File: src/rtl/assert_macros.svh
// Assertion helpers shared by the RTL.
`ifndef ASSERT_MACROS_SVH
`define ASSERT_MACROS_SVH

// Clocked check, quiet while reset is asserted.
`define SMEU_ASSERT(label, prop, msg) \
	label: assert property (@(posedge clk) disable iff (!arst_n) prop) else $error(msg);

// Hold check: a signal keeps its value in the cycle after the condition.
`define SMEU_ASSERT_HOLD(label, cond, sig, msg) \
	label: assert property (@(posedge clk) disable iff (!arst_n) \
		cond |=> $stable(sig)) else $error(msg);

`endif

File: src/rtl/smeu_pkg.sv
package smeu_pkg;

	localparam int STACK_DEPTH = 256;
	localparam int VAR_COUNT   = 256;
	localparam int PC_BITS     = 16;
	localparam int WORD_W      = 32;
	localparam int NPC_W       = 16;
	localparam int SP_W        = $clog2(STACK_DEPTH);
	localparam int CNT_W       = $clog2(STACK_DEPTH + 1);
	localparam int VIDX_W      = (VAR_COUNT > 1) ? $clog2(VAR_COUNT) : 1;

	// Opcodes
	localparam logic [7:0] OP_NOP    = 8'd0;
	localparam logic [7:0] OP_PUSH   = 8'd1;
	localparam logic [7:0] OP_POP    = 8'd2;
	localparam logic [7:0] OP_IADD   = 8'd3;
	localparam logic [7:0] OP_ISUB   = 8'd4;
	localparam logic [7:0] OP_IMUL   = 8'd5;
	localparam logic [7:0] OP_IDIV   = 8'd6;
	localparam logic [7:0] OP_IMOD   = 8'd7;
	localparam logic [7:0] OP_INC    = 8'd8;
	localparam logic [7:0] OP_DEC    = 8'd9;
	localparam logic [7:0] OP_AND    = 8'd10;
	localparam logic [7:0] OP_OR     = 8'd11;
	localparam logic [7:0] OP_NOT    = 8'd12;
	localparam logic [7:0] OP_XOR    = 8'd13;
	localparam logic [7:0] OP_SHL    = 8'd14;
	localparam logic [7:0] OP_SHR    = 8'd15;
	localparam logic [7:0] OP_LDVAR  = 8'd16;
	localparam logic [7:0] OP_STVAR  = 8'd17;
	localparam logic [7:0] OP_DUP    = 8'd18;
	localparam logic [7:0] OP_SWAP   = 8'd19;
	localparam logic [7:0] OP_ROT    = 8'd20;
	localparam logic [7:0] OP_IFEQ   = 8'd21;
	localparam logic [7:0] OP_IFNE   = 8'd22;
	localparam logic [7:0] OP_IFGT   = 8'd23;
	localparam logic [7:0] OP_IFLT   = 8'd24;
	localparam logic [7:0] OP_GOTO   = 8'd25;
	localparam logic [7:0] OP_EMIT   = 8'd26;
	localparam logic [7:0] OP_HALT   = 8'd27;

	// Run status codes
	localparam logic [2:0] ST_RUN    = 3'd0;
	localparam logic [2:0] ST_HALT   = 3'd1;
	localparam logic [2:0] ST_OVF    = 3'd2;
	localparam logic [2:0] ST_UNF    = 3'd3;
	localparam logic [2:0] ST_DIV0   = 3'd4;
	localparam logic [2:0] ST_UNK    = 3'd5;
	localparam logic [2:0] ST_BADIDX = 3'd6;

	typedef struct packed {
		logic       accept;
		logic       rd_first;
		logic       rd_second;
		logic       rd_third;
		logic       exec;
		logic       div_start;
		logic       div_capture;
		logic       wr_en;
		logic [1:0] wr_idx;
		logic       commit;
	} smeu_cmd_t;

	typedef struct packed {
		logic       dec_div;
		logic       div_done;
		logic [1:0] wr_count;
		logic       out_free;
	} smeu_sts_t;

endpackage

File: src/rtl/smeu_ctrl.sv
module smeu_ctrl import smeu_pkg::*; (
	input  logic      clk,
	input  logic      arst_n,
	input  logic      in_valid,
	output logic      in_stall,
	input  smeu_sts_t sts,
	output smeu_cmd_t cmd
);

	typedef enum logic [2:0] {
		S_IDLE,
		S_RD1,
		S_RD2,
		S_RD3,
		S_EXEC,
		S_DIV,
		S_WR,
		S_COMMIT
	} state_t;

	state_t     state_q;
	logic [1:0] wr_idx_q;

	// Decode commands from state
	always_comb begin
		cmd        = '0;
		cmd.wr_idx = wr_idx_q;
		unique case (state_q)
			S_IDLE:   cmd.accept      = in_valid;
			S_RD1:    cmd.rd_first    = 1'b1;
			S_RD2:    cmd.rd_second   = 1'b1;
			S_RD3:    cmd.rd_third    = 1'b1;
			S_EXEC: begin
				cmd.exec      = 1'b1;
				cmd.div_start = sts.dec_div;
			end
			S_DIV:    cmd.div_capture = sts.div_done;
			S_WR:     cmd.wr_en       = (wr_idx_q != sts.wr_count);
			S_COMMIT: cmd.commit      = sts.out_free;
			default:  cmd             = '0;
		endcase
	end

	assign in_stall = (state_q != S_IDLE);

	// Advance state
	always_ff @(posedge clk or negedge arst_n) begin
		if (!arst_n) begin
			state_q  <= S_IDLE;
			wr_idx_q <= '0;
		end else begin
			unique case (state_q)
				S_IDLE: begin
					if (in_valid)
						state_q <= S_RD1;
				end
				S_RD1: state_q <= S_RD2;
				S_RD2: state_q <= S_RD3;
				S_RD3: state_q <= S_EXEC;
				S_EXEC: begin
					wr_idx_q <= '0;
					state_q  <= sts.dec_div ? S_DIV : S_WR;
				end
				S_DIV: begin
					if (sts.div_done)
						state_q <= S_WR;
				end
				S_WR: begin
					if (wr_idx_q == sts.wr_count)
						state_q <= S_COMMIT;
					else
						wr_idx_q <= wr_idx_q + 1'b1;
				end
				S_COMMIT: begin
					if (sts.out_free)
						state_q <= S_IDLE;
				end
				default: state_q <= S_IDLE;
			endcase
		end
	end

endmodule

File: config.mk
export PLATFORM = sky130hd
export DESIGN_NAME = smeu_ctrl
export DESIGN_NICKNAME = d
export VERILOG_FILES = /design/src/rtl/assert_macros.svh /design/src/rtl/smeu_pkg.sv /design/src/rtl/smeu_ctrl.sv
export SDC_FILE = /design/constraint.sdc
export NUM_CORES = 1
export LEC_CHECK = 0
export BUFFER_PORTS_ARGS = -buffer_cell sky130_fd_sc_hd__buf_2
export CORE_AREA = 5 5 42 44
export DETAILED_ROUTE_END_ITERATION = 7
export DIE_AREA = 0 0 47 49
export PLACE_DENSITY_LB_ADDON = 0.25
export SYNTH_ARGS = -nofsm -noshare
export SYNTH_HDL_FRONTEND = slang
export SYNTH_SLANG_ARGS = --single-unit
File: constraint.sdc
create_clock -name clk -period 1.5 [get_ports clk]
set_clock_uncertainty 0.2 [all_clocks]
set_input_delay 0.075 -clock clk [delete_from_list [all_inputs] [get_ports clk]]
set_output_delay 0.075 -clock clk [all_outputs]
set_load 0.005 [all_outputs]
# Yosys cells after proc, flatten, opt, wreduce, memory -nomap -nowiden
# Index checks and enable logic that the tools add are counted.
[word_totals] mem_bits_ro=0 mem_count=0 elab_cells=38 latch_bits=0 out_inout_bits=12 mem_bits_rw=0 regBits=5 inputBits=8
[classes] n_mul=0 n_lt_le_gt_ge=0 div_mod_pow=0 n_bitwise=0 shifts=0 eq_ne=14 reduce_logical=5 n_mux=16 n_addsub=1
[op_table] cell="$pmux 3 s8" count=1
[op_table] cell="$eq 3x3->1 const B" count=4
[op_table] cell="$mux 3" count=4
[op_table] cell="$ne 2x2->1 const B" count=5
[op_table] cell="$mux 1" count=7
[op_table] cell="$eq 3x2->1 const B" count=2
[op_table] cell="$mux 2" count=3
[op_table] cell="$pmux 2 s2" count=1
[op_table] cell="$reduce_and 4->1" count=1
[op_table] cell="$eq 3x1->1 const B" count=1
[op_table] cell="$logic_not 3->1" count=1
[op_table] cell="$reduce_bool 3->1" count=1
[op_table] cell="$add 2x1->2 const B" count=1
[op_table] cell="$eq 2x2->1" count=1
[op_table] cell="$ne 2x2->1" count=1
[op_table] cell="$reduce_and 2->1" count=1
[op_table] cell="$reduce_bool 2->1" count=1

# Logic depth before layout (Yosys ltp)
[logic_depth] word_depth=3 mapped_depth=4 mapped_depth_nobuf=3

# Worst setup path before layout
# OpenSTA, ideal clock, no wires.
[synth_timing] kind="flip-flop to flip-flop" start="register wr_idx_q[1]" end="register wr_idx_q[1]" arrival_ns=0.955 n_path_buf=0 synth_period_minus_slack_ns=1.221 slack_ns=0.279 stages_incl_launch_ff=4 setup_ns=0.066 required_ns=1.234 cell_sequence="dfrtp_1 nor2b_1 o41ai_2 a22o_1"
[synth_between] elab_chain_cells=3 elab_cells_between_ends=6 classes_between="1 x add/sub; 2 x eq/ne; 2 x mux; 1 x reduce/logical"
[synth_lines] element="from (decl)" line="smeu_ctrl.sv:22" rtl="logic [1:0] wr_idx_q;"
[synth_lines] element="from (signal assigned)" line="smeu_ctrl.sv:72" rtl="wr_idx_q <= wr_idx_q + 1'b1;"
[synth_lines] element="$add 2x1->2 / $eq 2x2->1 (equally long branches)" line="smeu_ctrl.sv:72, smeu_ctrl.sv:69"
[synth_lines] element="$mux 2 / $ne 2x2->1 (equally long branches)"
[synth_lines] element="$pmux 2 s2 / $reduce_and 2->1 (equally long branches)"
# Several ways; a longest one is shown, not always the timed one. The select of a mux whose other input is x is not followed.
# A chain may end at the register's enable or synchronous reset.

==> flow_summary.toml <==
[outcome]
status = "finished, violations left"
failed_checks = "setup timing"

[clock_network]
clockBufferDepth = 2
numCtsBuffers = 3
clock_sinks = 5
clkTransAtPathRegs_ns = 0.05
clk-insertion-delay-late_ns = 0.25
ctsRootBufferMaster = "clkbuf_4"
htreeDepth = 1
cts_tree = "yes"

[setup_path]
crit_fanout = 2
cp_cell_sequence = "xnor2_4 -> a21oi_2 -> nor2b_1 -> buf_2"
startpoint_type = "flop"
worstPathArrival_ns = 1.25
path_class = "flop to primary output"
required_ns = 1.22
cp-end-kind = "primary output"
cpPeakStageDelay_ns = 0.44
slowest_stage = "dfrtp_2"

[job]
drv.max_cap_violation_count = 0

[floorplanning]
die_h_um = 49
fp.dieW_um = 47
rows = 14
initial_utilization_pct = 29.1
dieArea_um2 = 2300
pin_count = 20
coreArea_um2 = 1400

[power_and_ir_drop]
p_int_mw = 0.848
ir_drop_mv = 0.693
netSwitchingFraction_pct = 39.9
power_frac_comb_pct = 65.3
power_frac_clock_pct = 12.0
seqPwrFrac_pct = 22.7
powerDensity_nw_per_um2 = 1950
p_switching_mw = 0.563
p_leak_nw = 0.371

[synthesis]
syn-mean-instance-area_um2 = 8.16
ys_warn_count = 0
netlist_instances = 50
ys_ff_latch = 5
syn-num-nets = 58
synth_area_um2 = 408
ys_seq_area_share_pct = 30.7
yosysUniqueCellTypes = 28

[timing]
timing.final.crit_share_pct = 102
drv_slew = 0
rsz0062_at_grt = "yes"
setup_tns_ns = -0.0270
fmax_mhz = 655
hold_viol_final = 0
relSlewSlack_pct = 84.1
worst_pin_slew_ns = 0.238
finalSetupViolCount = 1
worst_slack_ns = -0.0270
finalCriticalPeriod_ns = 1.53

[drt]
drcViolationCount = 0
drtIter0Drc = 3
vias = 501
post_drt_wl_per_cell_um = 12.5
antenna_left = 0
wl_um = 1330
viasPerCell = 4.73
dr.pass1.iters = 2

[finish]
mostFrequentLayoutCell = "buf_2"
post-route-util_pct = 51.7
finalNetCount = 99
drive_gt1_share_pct = 54.4
antenna_cells = 0
mostFrequentLayoutCells = "19 x buf_2, 13 x buf_4, 6 x nand2_1, 6 x dlygate4sd3_1, 5 x dfrtp_2"
layout.cells.non_filler = 106
fill_cells = 137
syn_to_final_growth_pct = 77.6

[global_routing]
grt_pass1_wl_um = 1900
antenna_found_initial = 0
overflow = 0
grt_pass1_vias = 453
grt.total_usage_pct = 11.3
grt_max_degree = 12

[worst_hold_path]
hp-class = "input port to flop"

[place]
dp_hpwl_um = 827
dp_cells = 85
place_congestion = 0.713
port_buffers = 19
cells by family (layout without fill, tap and decap cells):
family | Yosys count | count (layout) | synth area share (%)
buf+inv | 6 | 46 | 7.06
xor+xnor | 2 | 2 | 4.30
compound gates | 11 | 11 | 20.9
flops | 5 | 5 | 30.7
mux | 1 | 1 | 2.45
simple gates | 25 | 25 | 34.7
stage by stage:
stage	cell area, um2	total power, mW	setup WS [ns]	hold WS (ns)
after floorplan	408	0.741	0.279	-0.421
after global placement	528	0.955	0.129	-0.302
after detailed placement	528	0.951	0.116	-0.305
after CTS	634	1.18	-0.0500	0.0338
after global routing	724	1.54	-0.107	0.0883
final	724	1.41	-0.0270	0.0316
repair_timing:
item | 4_1_cts | 5_1_grt
endpoints found under the hold margin | 9 | 0
resized for setup | 6 | 6
buffers inserted | 1 | 10
pin swaps | 0 | 2
hold buffers | 6 | 0
endpoints found under the setup margin | 5 | 6
power by group through the flow:
stage / clock network, mW / logic (mW) / registers [mW]
after CTS: 0.169 / 0.661 / 0.349
after floorplan: 0 / 0.479 / 0.263
after detailed placement: 0 / 0.596 / 0.355
after global placement: 0 / 0.596 / 0.359
final: 0.169 / 0.922 / 0.320
after global routing: 0.186 / 1.03 / 0.333
routing by layer:
metal	vias up	wire, um	GRT usage [%]
li1	255	-	-
met1	219	618	14.9
met2	22	580	16.1
met3	5	104	5.90
met4	0	26	2.76
met5	-	0	0
critical path: cells and delay by family (launching register included):
kind,cells,cell delay (ns)
buffers and inverters,1,0.12
DFF,1,0.44
and+or+nand+nor,1,0.14
AOI/OAI and AO/OA,1,0.14
xor gates and xnor gates,1,0.16
synthesized netlist by cell type:
library cell	count	area, um2
nand2_1	6	22.5
dfrtp_1	5	125
a21oi_1	3	15.0
and3_1	3	18.8
nor2_1	3	11.3
nor2b_1	3	18.8
and2_1	2	12.5
buf_2	2	10.0
inv_1	2	7.51
nand2b_1	2	12.5
xnor2_1	2	17.5
a211oi_1	1	7.51
a21oi_2	1	8.76
a22o_1	1	8.76
and2b_1	1	7.51
buf_4	1	7.51
inv_2	1	3.75
mux2i_1	1	10.0
nand3_1	1	5.00
nand3b_1	1	7.51
nor3_1	1	5.00
nor3b_1	1	7.51
nor3b_2	1	12.5
o211ai_1	1	7.51
o21ai_0	1	5.00
o221ai_1	1	8.76
o31ai_1	1	7.51
o41ai_2	1	16.3
final cells by class:
type	instances	area (um2)	share of cell area, %
Sequential cell	5	131	18.1
Inverter	3	11.3	1.55
Tap cell	16	20.0	2.76
Timing Repair Buffer	39	258	35.6
Clock buffer	4	26.3	3.63
Multi-Input combinational cell	39	278	38.3
registers in the layout, summed over array words and instances (netlist names):
register  count
state_q       3
wr_idx_q      2
worst paths after layout:
path                              from          end  slack [ns]  cells past startpoint
max                        wr_idx_q[1]       cmd[3]       -0.03                      4
min                             sts[4]   state_q[1]        0.03                      4
max reg2reg                wr_idx_q[1]  wr_idx_q[1]        0.08                      4
min reg2reg                 state_q[0]   state_q[0]        0.47                      2
max in group asynchronous       arst_n   state_q[2]        0.34                      3
min in group asynchronous       arst_n  wr_idx_q[1]        0.54                      3
Note: power is estimated with default switching activity, not from simulation.
